===== src/hw/rtl/vsc_pkg.sv =====
package vsc_pkg;

   // Number of key letters held in the key register.
   localparam int MAX_KEY_LETTERS = 12;
   localparam int KEY_SHIFT_W     = 5;
   localparam int KEY_LETTERS_W   = MAX_KEY_LETTERS * KEY_SHIFT_W;
   localparam int KEY_POS_W       = 4;

   localparam logic [7:0] UPPER_A    = 8'd65;
   localparam logic [7:0] UPPER_Z    = 8'd90;
   localparam logic [7:0] LOWER_A    = 8'd97;
   localparam logic [7:0] LOWER_Z    = 8'd122;
   localparam logic [7:0] SPACE_BYTE = 8'd32;
   localparam logic [6:0] OUT_A      = 7'd65;
   localparam logic [6:0] OUT_SPACE  = 7'd32;
   localparam logic [5:0] ALPHA_SIZE = 6'd26;

   // Queue between the classifier and the cipher stage.
   localparam int QUEUE_DEPTH = 4;
   localparam int QUEUE_PTR_W = $clog2(QUEUE_DEPTH);
   localparam int QUEUE_CNT_W = $clog2(QUEUE_DEPTH + 1);

   // Register indexes, taken from paddr[4:3].
   localparam logic [1:0] REG_KEY_LETTERS  = 2'd0;
   localparam logic [1:0] REG_KEY_LENGTH   = 2'd1;
   localparam logic [1:0] REG_DECRYPT_MODE = 2'd2;

   typedef struct packed {
      logic [KEY_LETTERS_W-1:0] key_letters;
      logic [KEY_POS_W-1:0]     key_length;
   } key_cfg_type;

   // One classified word waiting for the cipher stage.
   typedef struct packed {
      logic                   is_space;
      logic [4:0]             letter;
      logic [KEY_SHIFT_W-1:0] shift;
   } queue_entry_type;

endpackage


===== src/hw/rtl/vigenere_stream_cipher_unit.sv =====
// Vigenere stream cipher. Each message byte arrives as one word on the req_ stream, with
// req_tuser marking the start of a message (the key position returns to zero before that
// byte). ASCII letters are uppercased and shifted through A..Z by the current key letter,
// forward when encrypting and backward when decrypting; a space comes out unchanged and
// leaves the key position alone; every other byte is swallowed and gives no word on the
// rsp_ stream. The block sustains one byte per clock cycle while the queue is not full. A
// byte is classified and its key shift selected in the cycle it is accepted, it waits in
// a four-entry queue, and the cipher stage writes the result into the output register.
// The front end stalls only when the queue is full, and the output register can be
// refilled in the same cycle that its word is taken. The key (twelve 5-bit shifts), key
// length and direction sit on an APB-style register port at byte addresses 0, 8 and 16;
// they should be changed only while no bytes are in flight.
module vigenere_stream_cipher_unit
   import vsc_pkg::*;
(
   input  logic        clock,
   input  logic        reset,
   // Input stream: tdata bits 7:0 in_byte; tuser bit 0 message_start.
   input  logic        req_tvalid,
   output logic        req_tready,
   input  logic [7:0]  req_tdata,
   input  logic        req_tuser,
   // Output stream: tdata bits 6:0 out_char, bit 7 zero.
   output logic        rsp_tvalid,
   input  logic        rsp_tready,
   output logic [7:0]  rsp_tdata,
   // Register port.
   input  logic        csr_psel,
   input  logic        csr_penable,
   input  logic        csr_pwrite,
   input  logic [4:0]  csr_paddr,
   input  logic [63:0] csr_pwdata,
   output logic [63:0] csr_prdata,
   output logic        csr_pready
);

   logic [KEY_LETTERS_W-1:0] key_letters_ff;
   logic [KEY_POS_W-1:0]     key_length_ff;
   logic                     decrypt_mode_ff;
   logic                     csr_write;
   logic [1:0]               reg_index;
   key_cfg_type              key_cfg;
   queue_entry_type          push_entry;
   queue_entry_type          pop_entry;
   logic                     push_valid;
   logic                     push_ready;
   logic                     pop_valid;
   logic                     pop_ready;

   // Registers are eight bytes apart, so the index is the address without its low bits.
   assign csr_pready = 1'b1;
   assign reg_index  = csr_paddr[4:3];
   assign csr_write  = csr_psel & csr_penable & csr_pwrite & csr_pready;

   always_ff @(posedge clock) begin
      if (reset) begin
         key_letters_ff  <= '0;
         key_length_ff   <= KEY_POS_W'(1);
         decrypt_mode_ff <= 1'b0;
      end else if (csr_write) begin
         unique case (reg_index)
            REG_KEY_LETTERS:  key_letters_ff  <= csr_pwdata[KEY_LETTERS_W-1:0];
            REG_KEY_LENGTH:   key_length_ff   <= csr_pwdata[KEY_POS_W-1:0];
            REG_DECRYPT_MODE: decrypt_mode_ff <= csr_pwdata[0];
            default: ;
         endcase
      end
   end

   always_comb begin
      unique case (reg_index)
         REG_KEY_LETTERS:  csr_prdata = {{(64-KEY_LETTERS_W){1'b0}}, key_letters_ff};
         REG_KEY_LENGTH:   csr_prdata = {{(64-KEY_POS_W){1'b0}}, key_length_ff};
         REG_DECRYPT_MODE: csr_prdata = {63'd0, decrypt_mode_ff};
         default:          csr_prdata = '0;
      endcase
   end

   assign key_cfg.key_letters = key_letters_ff;
   assign key_cfg.key_length  = key_length_ff;

   // The front end holds the key position and picks the shift for each letter.
   vsc_front u_front (
      .clock      (clock),
      .reset      (reset),
      .key_cfg    (key_cfg),
      .req_tvalid (req_tvalid),
      .req_tready (req_tready),
      .req_tdata  (req_tdata),
      .req_tuser  (req_tuser),
      .push_valid (push_valid),
      .push_ready (push_ready),
      .push_entry (push_entry)
   );

   vsc_queue u_queue (
      .clock      (clock),
      .reset      (reset),
      .push_valid (push_valid),
      .push_ready (push_ready),
      .push_entry (push_entry),
      .pop_valid  (pop_valid),
      .pop_ready  (pop_ready),
      .pop_entry  (pop_entry)
   );

   // The back end does the wrapped add or subtract and owns the output register.
   vsc_back u_back (
      .clock        (clock),
      .reset        (reset),
      .decrypt_mode (decrypt_mode_ff),
      .pop_valid    (pop_valid),
      .pop_ready    (pop_ready),
      .pop_entry    (pop_entry),
      .rsp_tvalid   (rsp_tvalid),
      .rsp_tready   (rsp_tready),
      .rsp_tdata    (rsp_tdata)
   );

endmodule


===== src/hw/rtl/vsc_front.sv =====
module vsc_front
   import vsc_pkg::*;
(
   input  logic            clock,
   input  logic            reset,
   input  key_cfg_type     key_cfg,
   input  logic            req_tvalid,
   output logic            req_tready,
   input  logic [7:0]      req_tdata,
   input  logic            req_tuser,
   output logic            push_valid,
   input  logic            push_ready,
   output queue_entry_type push_entry
);

   logic [KEY_POS_W-1:0]   key_pos_ff;
   logic [KEY_POS_W-1:0]   key_pos_in;
   logic [KEY_POS_W-1:0]   pos_cur;
   logic [KEY_POS_W-1:0]   pos_inc;
   logic [KEY_POS_W-1:0]   eff_len;
   logic [KEY_SHIFT_W-1:0] raw_shift;
   logic [7:0]             letter_off;
   logic                   is_upper;
   logic                   is_lower;
   logic                   is_space;
   logic                   is_letter;
   logic                   accept;

   assign req_tready = push_ready;
   assign accept     = req_tvalid & req_tready;

   always_comb begin
      is_upper   = (req_tdata >= UPPER_A) && (req_tdata <= UPPER_Z);
      is_lower   = (req_tdata >= LOWER_A) && (req_tdata <= LOWER_Z);
      is_space   = (req_tdata == SPACE_BYTE);
      is_letter  = is_upper | is_lower;
      letter_off = req_tdata - (is_upper ? UPPER_A : LOWER_A);

      pos_cur = req_tuser ? '0 : key_pos_ff;

      raw_shift = '0;
      for (int i = 0; i < MAX_KEY_LETTERS; i++) begin
         if (pos_cur == i[KEY_POS_W-1:0]) begin
            raw_shift = key_cfg.key_letters[KEY_SHIFT_W*i +: KEY_SHIFT_W];
         end
      end

      push_entry.is_space = is_space;
      push_entry.letter   = letter_off[4:0];
      push_entry.shift    = (raw_shift >= ALPHA_SIZE[KEY_SHIFT_W-1:0]) ?
                            raw_shift - ALPHA_SIZE[KEY_SHIFT_W-1:0] : raw_shift;
      push_valid          = accept & (is_space | is_letter);

      // A length of zero behaves as one, and anything above the key size saturates.
      if (key_cfg.key_length == '0) begin
         eff_len = KEY_POS_W'(1);
      end else if (key_cfg.key_length > KEY_POS_W'(MAX_KEY_LETTERS)) begin
         eff_len = KEY_POS_W'(MAX_KEY_LETTERS);
      end else begin
         eff_len = key_cfg.key_length;
      end

      pos_inc = pos_cur + KEY_POS_W'(1);

      key_pos_in = key_pos_ff;
      if (accept) begin
         if (is_letter) begin
            key_pos_in = (pos_inc >= eff_len) ? '0 : pos_inc;
         end else begin
            key_pos_in = pos_cur;
         end
      end
   end

   always_ff @(posedge clock) begin
      if (reset) begin
         key_pos_ff <= '0;
      end else begin
         key_pos_ff <= key_pos_in;
      end
   end

endmodule


===== src/hw/rtl/vsc_queue.sv =====
module vsc_queue
   import vsc_pkg::*;
(
   input  logic            clock,
   input  logic            reset,
   input  logic            push_valid,
   output logic            push_ready,
   input  queue_entry_type push_entry,
   output logic            pop_valid,
   input  logic            pop_ready,
   output queue_entry_type pop_entry
);

   queue_entry_type        slots_ff [QUEUE_DEPTH];
   logic [QUEUE_PTR_W-1:0] wr_ptr_ff;
   logic [QUEUE_PTR_W-1:0] wr_ptr_in;
   logic [QUEUE_PTR_W-1:0] rd_ptr_ff;
   logic [QUEUE_PTR_W-1:0] rd_ptr_in;
   logic [QUEUE_CNT_W-1:0] count_ff;
   logic [QUEUE_CNT_W-1:0] count_in;
   logic                   do_push;
   logic                   do_pop;

   assign push_ready = (count_ff != QUEUE_CNT_W'(QUEUE_DEPTH));
   assign pop_valid  = (count_ff != '0);
   assign pop_entry  = slots_ff[rd_ptr_ff];
   assign do_push    = push_valid & push_ready;
   assign do_pop     = pop_valid & pop_ready;

   always_comb begin
      wr_ptr_in = do_push ? wr_ptr_ff + QUEUE_PTR_W'(1) : wr_ptr_ff;
      rd_ptr_in = do_pop  ? rd_ptr_ff + QUEUE_PTR_W'(1) : rd_ptr_ff;
      count_in  = count_ff;
      if (do_push && !do_pop) begin
         count_in = count_ff + QUEUE_CNT_W'(1);
      end else if (do_pop && !do_push) begin
         count_in = count_ff - QUEUE_CNT_W'(1);
      end
   end

   always_ff @(posedge clock) begin
      if (reset) begin
         wr_ptr_ff <= '0;
         rd_ptr_ff <= '0;
         count_ff  <= '0;
      end else begin
         wr_ptr_ff <= wr_ptr_in;
         rd_ptr_ff <= rd_ptr_in;
         count_ff  <= count_in;
      end
   end

   always_ff @(posedge clock) begin
      if (do_push) begin
         slots_ff[wr_ptr_ff] <= push_entry;
      end
   end

endmodule


===== src/hw/rtl/vsc_back.sv =====
module vsc_back
   import vsc_pkg::*;
(
   input  logic            clock,
   input  logic            reset,
   input  logic            decrypt_mode,
   input  logic            pop_valid,
   output logic            pop_ready,
   input  queue_entry_type pop_entry,
   output logic            rsp_tvalid,
   input  logic            rsp_tready,
   output logic [7:0]      rsp_tdata
);

   logic       rsp_valid_ff;
   logic       rsp_valid_in;
   logic [6:0] rsp_char_ff;
   logic [6:0] rsp_char_in;
   logic [5:0] sum;
   logic [5:0] diff;
   logic [5:0] wrapped;
   logic       take;

   assign pop_ready  = !rsp_valid_ff || rsp_tready;
   assign take       = pop_valid & pop_ready;
   assign rsp_tvalid = rsp_valid_ff;
   assign rsp_tdata  = {1'b0, rsp_char_ff};

   always_comb begin
      sum  = {1'b0, pop_entry.letter} + {1'b0, pop_entry.shift};
      diff = {1'b0, pop_entry.letter} - {1'b0, pop_entry.shift};
      if (decrypt_mode) begin
         // Bit 5 set means the difference went below zero.
         wrapped = diff[5] ? diff + ALPHA_SIZE : diff;
      end else begin
         wrapped = (sum >= ALPHA_SIZE) ? sum - ALPHA_SIZE : sum;
      end

      rsp_valid_in = rsp_valid_ff;
      rsp_char_in  = rsp_char_ff;
      if (take) begin
         rsp_valid_in = 1'b1;
         rsp_char_in  = pop_entry.is_space ? OUT_SPACE : OUT_A + {2'b00, wrapped[4:0]};
      end else if (rsp_tready) begin
         rsp_valid_in = 1'b0;
      end
   end

   always_ff @(posedge clock) begin
      if (reset) begin
         rsp_valid_ff <= 1'b0;
      end else begin
         rsp_valid_ff <= rsp_valid_in;
      end
   end

   always_ff @(posedge clock) begin
      rsp_char_ff <= rsp_char_in;
   end

endmodule


===== config.mk =====
export PLATFORM = sky130hd
export DESIGN_NAME = vigenere_stream_cipher_unit
export DESIGN_NICKNAME = d
export VERILOG_FILES = /design/src/hw/rtl/vsc_pkg.sv /design/src/hw/rtl/vigenere_stream_cipher_unit.sv /design/src/hw/rtl/vsc_front.sv /design/src/hw/rtl/vsc_queue.sv /design/src/hw/rtl/vsc_back.sv
export SDC_FILE = /design/constraint.sdc
export NUM_CORES = 1
export LEC_CHECK = 0
export BUFFER_PORTS_ARGS = -buffer_cell sky130_fd_sc_hd__buf_2
export CORE_ASPECT_RATIO = 0.8
export CORE_MARGIN = 1.5
export CORE_UTILIZATION = 35
export CTS_BUF_LIST = sky130_fd_sc_hd__clkbuf_2 sky130_fd_sc_hd__clkbuf_4 sky130_fd_sc_hd__clkbuf_8
export DETAILED_ROUTE_END_ITERATION = 12
export PLACE_DENSITY_LB_ADDON = 0.05
export SYNTH_ARGS = -nofsm -noshare
export SYNTH_HDL_FRONTEND = slang
export SYNTH_SLANG_ARGS = --single-unit
export TNS_END_PERCENT = 30

===== constraint.sdc =====
create_clock -name clock -period 4.26 [get_ports clock]
set_input_delay 0.852 -clock clock [delete_from_list [all_inputs] [get_ports clock]]
set_output_delay 0.852 -clock clock [all_outputs]
set_load 0.005 [all_outputs]

# After elaboration in Yosys (flattened, before gate mapping)
# Memory sizes are Yosys's and may differ from the RTL's. A register that Yosys moved wholly into a read port is not among the register bits.
# Cells that the tools add are included.
totals:
  ff_bits: 84
  ramBits: 44
  inputBits: 85
  out_inout_bits: 75
  wordCells: 100
  mem_count: 1
mem_list:
  columns: ["memory", "depth", "word_bits", "read_ports", "rd_ports_with_merged_regs", "wr", "line", "source"]
  rows:
  - ["u_queue.slots_ff", 4, 11, 1, 1, 1, "vsc_queue.sv:14", "queue_entry_type slots_ff [QUEUE_DEPTH];"]
op_classes:
  add_sub_neg: 12
  n_lt_le_gt_ge: 8
  n_eq_ne: 15
  muxes: 30
  bitwise: 8
  reduce_logical: 17
ops:
  columns: ["cell", "count"]
  rows:
  - ["$pmux 60 s3", 1]
  - ["$mux 5", 16]
  - ["$mux 4", 5]
  - ["$eq 4x3->1 const B", 4]
  - ["$eq 4x4->1 const B", 4]
  - ["$ge 8x7->1 const B", 2]
  - ["$le 8x7->1 const B", 2]
  - ["$sub 5x5->5 const B", 3]
  - ["$eq 4x2->1 const B", 2]
  - ["$eq 8x6->1 const B", 1]
  - ["$logic_not 4->1", 2]
  - ["$add 7x5->7 const A", 1]
  - ["$add 5x5->6", 1]
  - ["$and 1x1->1", 6]
  - ["$ge 6x5->1 const B", 1]
  - ["$mux 3", 2]
  - ["$reduce_and 2->1", 3]
  - ["$sub 5x5->6", 1]
  - ["$add 5x5->5 const B", 1]
  - ["$ge 5x5->1 const B", 1]
  - ["$add 2x1->2 const B", 2]
  - ["$add 4x1->4 const B", 1]
  - ["$eq 4x1->1 const B", 1]
  - ["$ge 4x4->1", 1]
  - ["15 further kinds", 26]

# Depth between registers and ports, before layout
# Gate-level depths: netlist (run 1).
logic_depth:
  ltp_word: 16
  depth_mapped: 15
  ltp_nobuf: 13

# Cells and area by module
# A second synthesis (run 1) with hierarchy kept.
hier_totals:
  cells_unflattened: 808
  hier_area_um2: 8110.3
modules_own_cells:
  columns: ["mod", "instances", "cells_per_inst", "area_per_inst_um2", "seq_area_each_um2"]
  rows:
  - ["vigenere_stream_cipher_unit", 1, 363, 3395.8, 1301.2]
  - ["vsc_queue", 1, 105, 2070.7, 1501.4]
  - ["vsc_front", 1, 211, 1481.4, 80.1]
  - ["vsc_back", 1, 129, 1162.4, 230.2]

# Worst setup path before layout (run 1)
# Ideal clock, no wire load.
synth_timing:
  path_type: "reg2reg"
  startpoint: "reg (tool-made name)"
  endpoint: "reg u_back.rsp_char_ff[5], data pin"
  setup_time_ps: 255
  arrival_time_ps: 3736
  t_required_ps: 4005
  path_slack_ps: 269
  path_stages_with_launch: 15
  path_buffers: 1
  synth_period_minus_slack_ps: 3991
  path_cell_list: "dfxtp_1 > buf_1 > mux4_2 > inv_1 > ha_1 > inv_1 > fa_1 > xor2_1 > ha_1 > a211o_1 > or4b_1 > nand4_1 > o41a_1 > nand2_1 > a31o_1"
synth_lines:
  columns: ["item", "line", "source"]
  rows:
  - ["end signal: assignment", "vsc_back.sv:58", "rsp_char_ff <= rsp_char_in;"]
  - ["end: declaration", "vsc_back.sv:17", "logic [6:0] rsp_char_ff;"]

==> summary.txt, run 1 <==
GRT
  • Largest net degree at the start of global routing: 61
  • GRT Total Usage: 19.7%
  • GR Overflow Total: 0
  • Global-route wire length before repair: 32.8 mm
  • Vias in the first global route: 6,078
  • Initial antenna violation count: 0

Synthesis
  • Post-Syn Area per Cell: 8.95 um2
  • Syn Std Cell Area: 7320 um2
  • Cells after synthesis: 818
  • Number of flops mapped to enable cells by yosys: 51
  • Synth async-reset ratio: 0%
  • Flops & latches, synth: 130
  • Netlist cell types: 77
  • Main synth FF type: dfxtp_1
  • Seq/Total Area, Yosys: 42.5%
  • YS warnings: 0

Drt
  • Drt drc: 0
  • WL/cell: 16.9 um
  • DR vias: 6,284
  • Routed vias/inst: 5.07
  • Drt total wl: 21.0 mm
  • DRT antenna net count: 0
  • DRT iter0 DRCs: 468
  • Drt first pass iters: 5

Worst hold path
  • Hold Path End: key_letters_ff[33]
  • Worst Hold Depth: 2
  • Hold path start: key_letters_ff[33]
  • HP Class: register to register

Run status
  • Status: finished clean

Setup path
  • Worst-path cell chain: buf_12 > mux4_2 > ha_1 > fa_1 > xnor2_1 > nor2_1 > a21oi_2 > a21boi_2 > xnor2_1 > a21oi_1 > ha_1 > inv_1 > a211oi_1 > mux2i_1
  • Family with the most delay on the worst path: adder cells
  • WP data arrival: 4030 ps
  • Critical path class: register to register
  • R2R depth: 14
  • Critical Path Start Type: register
  • CP max FO: 7
  • Critical path buffer and inverter count: 2
  • Setup crit end kind: register
  • R2R Path End: u_back.rsp_char_ff[4]
  • CP required: 4450 ps
  • Slowest cell on crit path: mux4_2
  • Worst stage delay on the critical path: 520 ps
  • Reg-to-reg setup timing slack: 420 ps

Placement
  • DP HPWL: 15.8 mm
  • DP Area: 8380 um2
  • Gpl congestion: 0.869
  • I/O Buffers: 146
  • Dpl cells: 1,207
  • Setup WS pre-CTS: 283 ps

Finish
  • Nets: 1,076
  • Non-Filler Cell Area, Final: 8760 um2
  • Layout area overhead: 19.7%
  • Finished Layout Cells: 1,239
  • # diodes: 0
  • Share of layout cells above drive strength 1: 24.0%

STA
  • Final WS setup: 419 ps
  • Slew HR: 20.9%
  • Setup-failing EPs final: 0
  • Min Tclk post-route: 3840 ps
  • Setup Skew: 17.4 ps
  • F_max: 260 MHz
  • Final setup TNS: 0 ps
  • Slew Viols, Final: 0
  • Hold Fails Final Rpt: 0
  • Worst-Margin Slew: 1190 ps
  • Period utilization: 90.2%
  • Unrepaired setup endpoints after global routing: no

Clocking
  • TritonCTS Buffers: 17
  • Clock sinks: 130
  • Hold buffer count at CTS: 0
  • Cts repair resizes: 0
  • Setup bufs post-CTS: 0
  • CTS clk-pin slew, worst paths: 80 ps
  • CTS tree: yes
  • Clock Latency Late Sink: 460 ps
  • H-Tree Depth: 4
  • Buffer levels on the longest clock path: 2
  • Clk root buf: clkbuf_8

Run
  • Total of max-cap violations: 0

Die
  • Die height: 132 um
  • Initial Utilization: 35.6%
  • Die width: 165 um
  • Die area: 21,800 um2
  • Core Rows: 47
  • Core box area: 20,600 um2
  • IO Count: 160

Power
  • Max VDD drop: 296 uV
  • P_leak: 3.48 nW
  • P per Cell Area: 502 nW/um2
-- where the power goes --
part | total (mW) | switching (mW) | internal [mW] | leakage (nW)
registers | 1.47 | 0.0567 | 1.42 | 1.11
logic | 1.89 | 1.03 | 0.857 | 2.18
clock network | 1.04 | 0.563 | 0.478 | 0.191
-- final cells by class --
class	instances	area [um2]
multi-input combinational	601	3850
clock buffer	17	234
fill	2098	11800
timing repair buffer	171	943
sequential	130	3110
inverter	36	135
tap	269	337
clock inverter	15	146
-- flip-flops by register name, indices dropped and copies added, names as in the netlist, named ones only --
signal,cells
u_queue.wr_ptr_ff,2
decrypt_mode_ff,1
u_queue.count_ff,3
u_back.rsp_char_ff,7
key_length_ff,4
u_queue.slots_ff,44
u_back.rsp_tvalid,1
u_queue.rd_ptr_ff,2
key_letters_ff,60
u_front.key_pos_ff,4
-- kinds of logic after synthesis --
family	share of synthesized area, %
AOI/OAI and AO/OA	15.8
adders and majority gates	6.12
muxes	5.30
and+or+nand+nor	22.9
xor gates and xnor gates	2.15
other	0.103
DFF	42.5
buffers and inverters	5.13
-- cells in the mapped netlist (3+ instances only) --
library cell / count / area share [%]
nand2b_1: 10 / 0.85
nand2_1: 151 / 7.7
a221oi_1: 6 / 0.72
nand3b_1: 4 / 0.41
and2_1: 61 / 5.2
o21ai_0: 13 / 0.89
mux4_2: 10 / 3.1
ha_1: 31 / 5.3
a31oi_1: 5 / 0.43
o211ai_1: 11 / 1.1
a21oi_1: 88 / 6.0
o21a_1: 4 / 0.41
o311ai_0: 4 / 0.48
o31ai_1: 5 / 0.51
inv_1: 35 / 1.8
nor2_1: 52 / 2.7
o22ai_1: 3 / 0.26
a21o_1: 4 / 0.41
nor3b_2: 3 / 0.51
buf_4: 6 / 0.62
and3b_1: 3 / 0.36
nor2b_1: 5 / 0.43
mux2i_1: 14 / 1.9
clkbuf_1: 41 / 2.1
a211oi_1: 7 / 0.72
dfxtp_1: 79 / 22
xor2_1: 7 / 0.84
or3b_2: 3 / 0.36
nand4_1: 3 / 0.26
nand3_1: 10 / 0.68
fa_1: 3 / 0.82
nor3_1: 13 / 0.89
nor3b_1: 6 / 0.62
edfxtp_1: 51 / 21
buf_1: 4 / 0.21
xnor2_1: 11 / 1.3
-- worst reg2reg max path, delay by kind of cell, from the launching register on --
| kind | cells | cell delay (ps) |
|---|---|---|
| adders and majority gates | 3 | 880 |
| AOI/OAI and AO/OA | 4 | 790 |
| muxes | 2 | 640 |
| xor gates and xnor gates | 2 | 480 |
| DFF | 1 | 430 |
| buffers and inverters | 2 | 220 |
| and+or+nand+nor | 1 | 140 |
-- layout by cell type (no fill, tap or decap), drive strengths merged, types with 3 or more instances in the layout --
| master | instances |
|---|---|
| buf | 171 |
| nand2 | 151 |
| a21oi | 89 |
| dfxtp | 79 |
| and2 | 63 |
| nor2 | 52 |
| edfxtp | 51 |
| inv | 43 |
| ha | 31 |
| clkbuf | 17 |
| mux2i | 14 |
| o21ai | 14 |
| nor3 | 14 |
| o211ai | 11 |
| xnor2 | 11 |
| nand3 | 11 |
| nand2b | 10 |
| mux4 | 10 |
| nor3b | 9 |
| xor2 | 7 |
| a211oi | 7 |
| a221oi | 6 |
| conb | 6 |
| o311ai | 6 |
| clkinv | 6 |
| a31oi | 5 |
| nor2b | 5 |
| o31ai | 5 |
| o21a | 4 |
| a21o | 4 |
| nand3b | 4 |
| or3b | 3 |
| and3b | 3 |
| o22ai | 3 |
| nand4 | 3 |
| fa | 3 |
| or4 | 3 |
-- worst max path at each step --
stage	start	cells past startpoint	end	slack [ps]
3_5_place_dp	req_tuser	11	u_queue.slots_ff[0][2]	280
6_report	register	14	u_back.rsp_char_ff[4]	420
3_3_place_gp	req_tuser	11	u_queue.slots_ff[2][2]	320
5_1_grt	register	14	u_back.rsp_char_ff[4]	50
2_1_floorplan	register	14	u_back.rsp_char_ff[5]	270
4_1_cts	register	14	u_back.rsp_char_ff[4]	370
-- stage by stage --
step	utilization, %	power (mW)	hold WS (ps)
2_1_floorplan	-	2.92	436
3_3_place_gp	40.7	3.36	448
3_5_place_dp	40.7	3.39	450
4_1_cts	42.6	4.46	462
5_1_grt	42.6	4.74	476
6_report	42.6	4.40	462
-- metal layers --
| metal | share of wire, % | vias to the layer above | wire length (um) | track usage, % |
|---|---|---|---|---|
| met3 | 7.0 | 17 | 1460 | 3.18 |
| met4 | 0.85 | 0 | 179 | 5.66 |
| met5 | 0 | - | 0 | 0 |
| met2 | 43 | 218 | 8930 | 28.6 |
| met1 | 50 | 2935 | 10400 | 30.0 |
| li1 | - | 3114 | - | - |
No activity file was read; power rests on OpenSTA's default activity.
==> run 2: changes to the inputs <==
Settings changed: CTS_BUF_LIST sky130_fd_sc_hd__clkbuf_2 sky130_fd_sc_hd__clkbuf_4 sky130_fd_sc_hd__clkbuf_8 to default.
==> summary.txt, run 2 (same netlist as run 1, synthesis figures left out) <==
Power
  • Switching pwr: 1.70 mW
  • Max VDD drop: 298 uV
  • Share of power burned in combinational logic: 39.3%
  • P_leak: 3.57 nW
  • Clk pwr share: 29.9%
  • Sw Share: 35.5%
  • P_int: 3.09 mW
  • Pwr Total: 4.79 mW
  • P per Cell Area: 535 nW/um2
  • Seq pwr share: 30.7%

Setup path
  • Critical path class: register to register
  • Family with the most delay on the worst path: adder cells
  • WP data arrival: 4000 ps
  • Worst-path cell chain: buf_12 > mux4_2 > ha_1 > fa_1 > xnor2_1 > nor2_1 > a21oi_2 > a21boi_2 > xnor2_1 > a21oi_1 > ha_1 > inv_1 > a211oi_1 > mux2i_1
  • Setup crit end kind: register
  • Slowest cell on crit path: mux4_2
  • Worst stage delay on the critical path: 520 ps
  • Critical Path Start Type: register
  • Critical path buffer and inverter count: 2
  • CP max FO: 7
  • CP required: 4420 ps

STA
  • Setup-failing EPs final: 0
  • Worst hold slack: 459 ps
  • Slew Viols, Final: 0
  • Final setup TNS: 0 ps
  • Final WS setup: 423 ps
  • Setup Skew: 13.6 ps
  • Hold Fails Final Rpt: 0
  • F_max: 261 MHz
  • Slew HR: 21.5%
  • Unrepaired setup endpoints after global routing: no
  • Worst-Margin Slew: 1180 ps
  • Period utilization: 90.1%
  • Min Tclk post-route: 3840 ps

Finish
  • Fill count: 2,071
  • Largest regs: key_letters_ff: 60 flops, u_queue.slots_ff: 44 flops, u_back.rsp_char_ff: 7 flops
  • Layout area overhead: 22.3%
  • Max reg flops: 60
  • # diodes: 0
  • Nets: 1,076
  • Share of layout cells above drive strength 1: 24.0%
  • Finished Layout Cells: 1,239
  • Register bank with the most flops: key_letters_ff
  • Final core occ: 43.5%
  • Non-Filler Cell Area, Final: 8950 um2
  • Most frequent cells in the layout: nand2_1 (151), buf_2 (146), a21oi_1 (88)
  • Most common cell after layout, fill and taps aside: nand2_1

Clocking
  • Clk root buf: clkbuf_16
  • H-Tree Depth: 4
  • TritonCTS Buffers: 17
  • CTS tree: yes
  • Buffer levels on the longest clock path: 2
  • Hold buffer count at CTS: 0
  • Clock sinks: 130
  • CTS clk-pin slew, worst paths: 60 ps
  • Setup bufs post-CTS: 0
  • Cts repair resizes: 0
  • Clock Latency Late Sink: 430 ps

GRT
  • Initial antenna violation count: 0
  • GRT Total Usage: 19.7%
  • Vias in the first global route: 6,085
  • Largest net degree at the start of global routing: 61
  • Global-route wire length before repair: 32.9 mm
  • GR Overflow Total: 0

Placement
  • Dpl cells: 1,207
  • Gpl congestion: 0.869
  • DP HPWL: 15.8 mm
  • Setup WS pre-CTS: 283 ps
  • I/O Buffers: 146
  • DP Area: 8380 um2

Drt
  • Routed vias/inst: 5.05
  • DRT iter0 DRCs: 471
  • WL/cell: 17.0 um
  • Drt total wl: 21.0 mm
  • DR vias: 6,256
  • Drt first pass iters: 5
  • DRT antenna net count: 0
  • Drt drc: 0

Die
  • Initial Utilization: 35.6%
  • Die height: 132 um
  • Core box area: 20,600 um2
  • Core Rows: 47
  • IO Count: 160
  • Die width: 165 um
  • Die area: 21,800 um2

Run status
  • Status: finished clean

Run
  • Total of max-cap violations: 0

Worst hold path
  • HP Class: register to register
-- run 2: cell counts in the layout (fill, tap and decap cells not counted) --
No cell type changed its count.
-- run 2: layer usage --
layer,vias up,wire [um],global-route usage (%)
met3,17,1240,2.99
met5,-,0,0
met2,197,8920,28.6
li1,3117,-,-
met4,0,197,5.66
met1,2925,10700,30.1
-- run 2: worst reg2reg max path, delay by kind of cell (launching register included) --
family / cells / cell delay, ps
AOI/OAI and AO/OA: 4 / 780
xor gates and xnor gates: 2 / 480
and+or+nand+nor: 1 / 130
muxes: 2 / 640
DFF: 1 / 420
adders and majority gates: 3 / 880
buffers and inverters: 2 / 220
-- run 2: power groups by stage --
stage	combinational (mW)	sequential, mW	clock, mW
2_1_floorplan	1.43	1.49	0
3_3_place_gp	1.86	1.50	0
3_5_place_dp	1.89	1.50	0
4_1_cts	1.90	1.48	1.47
5_1_grt	2.12	1.48	1.53
6_report	1.89	1.47	1.43
-- run 2: path summary, 6_finish.rpt --
kind | startpoint | to | slack (ps) | cells after the start
worst max-delay path | register | u_back.rsp_char_ff[4] | 420 | 14
worst min-delay path | key_letters_ff[33] | key_letters_ff[33] | 460 | 2
worst max register to register | register | u_back.rsp_char_ff[4] | 420 | 14
worst min register to register | key_letters_ff[33] | key_letters_ff[33] | 460 | 2
-- run 2: area by class of cell --
type	count	area, um2	share of cell area (%)
Multi-Input combinational cell	601	3850	43.0
Sequential cell	130	3110	34.8
Timing Repair Buffer	171	943	10.5
Clock buffer	17	425	4.75
Tap cell	269	337	3.76
Clock inverter	15	146	1.63
Inverter	36	135	1.51
==> run 3: changes to the inputs <==
Settings changed: GPL_TIMING_DRIVEN from default to 0.
==> summary.txt, run 3 (same netlist as run 1, synthesis figures left out) <==
Clocking
  • TritonCTS Buffers: 17
  • Clk root buf: clkbuf_16
  • Hold buffer count at CTS: 0
  • CTS clk-pin slew, worst paths: 60 ps
  • Setup bufs post-CTS: 0
  • Cts repair resizes: 6
  • Clock sinks: 130
  • CTS tree: yes
  • H-Tree Depth: 4
  • Clock Latency Late Sink: 430 ps
  • Buffer levels on the longest clock path: 2

Drt
  • WL/cell: 17.9 um
  • Routed vias/inst: 5.05
  • Drt first pass iters: 4
  • DRT iter0 DRCs: 531
  • Drt total wl: 22.7 mm
  • DRT antenna net count: 0
  • DR vias: 6,394
  • Drt drc: 0

STA
  • Setup Skew: 14.4 ps
  • Worst-Margin Slew: 1260 ps
  • Hold Fails Final Rpt: 0
  • Min Tclk post-route: 4020 ps
  • Slew Viols, Final: 0
  • Final setup TNS: 0 ps
  • Unrepaired setup endpoints after global routing: no
  • Worst hold slack: 459 ps
  • Slew HR: 15.8%
  • Period utilization: 94.5%
  • Setup-failing EPs final: 0
  • F_max: 249 MHz
  • Final WS setup: 236 ps

Finish
  • Nets: 1,103
  • Most frequent cells in the layout: nand2_1 (151), buf_2 (146), a21oi_1 (87)
  • Fill count: 2,090
  • Register bank with the most flops: key_letters_ff
  • Largest regs: key_letters_ff: 60 flops, u_queue.slots_ff: 44 flops, u_back.rsp_char_ff: 7 flops
  • Share of layout cells above drive strength 1: 22.6%
  • # diodes: 0
  • Layout area overhead: 23.8%
  • Finished Layout Cells: 1,266
  • Most common cell after layout, fill and taps aside: nand2_1
  • Final core occ: 44.0%
  • Non-Filler Cell Area, Final: 9060 um2
  • Max reg flops: 60

Die
  • Die area: 21,800 um2
  • Die width: 165 um
  • IO Count: 160
  • Die height: 132 um
  • Initial Utilization: 35.6%
  • Core Rows: 47
  • Core box area: 20,600 um2

Setup path
  • Reg-to-reg setup timing slack: 240 ps
  • WP data arrival: 4200 ps
  • Critical path class: register to register
  • Setup crit end kind: register
  • Critical Path Start Type: register
  • CP required: 4430 ps
  • CP max FO: 10

GRT
  • GR Overflow Total: 0
  • Global-route wire length before repair: 34.4 mm
  • Vias in the first global route: 5,891
  • Largest net degree at the start of global routing: 17
  • Initial antenna violation count: 0
  • GRT Total Usage: 21.1%

Placement
  • Setup WS pre-CTS: -744 ps
  • DP HPWL: 17.1 mm
  • DP Area: 8400 um2
  • Gpl congestion: 0.845
  • I/O Buffers: 144
  • Dpl cells: 1,235

Power
  • P_int: 3.23 mW
  • P_leak: 3.59 nW
  • Share of power burned in combinational logic: 37.5%
  • Clk pwr share: 32.5%
  • Sw Share: 34.0%
  • Pwr Total: 4.88 mW
  • Max VDD drop: 321 uV
  • P per Cell Area: 539 nW/um2
  • Switching pwr: 1.66 mW
  • Seq pwr share: 30.0%

Run
  • Total of max-cap violations: 0

Worst hold path
  • HP Class: register to register

Run status
  • Status: finished clean
run 3: worst paths after layout:
kind,from,to,cells after the start
max,register,u_back.rsp_char_ff[5],14
min,key_letters_ff[14],key_letters_ff[14],2
max reg2reg,register,u_back.rsp_char_ff[5],14
min reg2reg,key_letters_ff[14],key_letters_ff[14],2
run 3: cell type report:
cell class | count | area (um2) | share of cell area [%]
tap | 269 | 337 | 3.71
clock buffer | 19 | 475 | 5.25
sequential | 130 | 3110 | 34.4
inverter | 36 | 135 | 1.49
timing repair buffer | 144 | 721 | 7.95
multi-input combinational | 601 | 3860 | 42.6
buffer | 54 | 246 | 2.72
clock inverter | 13 | 170 | 1.88
run 3: power by group through the flow:
stage / Clock [mW] / Sequential [mW] / Combinational, mW
after floorplan: 0 / 1.49 / 1.43
after detailed placement: 0 / 1.49 / 1.84
after CTS: 1.62 / 1.47 / 1.85
final: 1.59 / 1.47 / 1.83
after global routing: 1.68 / 1.48 / 2.04
after global placement: 0 / 1.49 / 1.84
run 3: critical path, cell delays in order, from the launching register on:
cell      delay (ps)
dfxtp_1          340
clkbuf_4         290
mux4_2           590
inv_1             80
ha_1             160
inv_1             60
fa_1             450
xor2_1           210
ha_1             230
a211o_1          220
or4b_1           470
nand4_1          160
o41a_1           240
nand2_1           70
a31o_1           210
run 3: metal layers:
layer | wire length (um) | global-route usage, % | part of all wire, % | up-vias
met5 | 0 | 0 | 0 | -
met4 | 191 | 5.26 | 0.84 | 0
met3 | 1570 | 4.18 | 6.9 | 14
met2 | 8960 | 27.4 | 39 | 205
met1 | 12000 | 34.5 | 53 | 3007
li1 | - | - | - | 3168
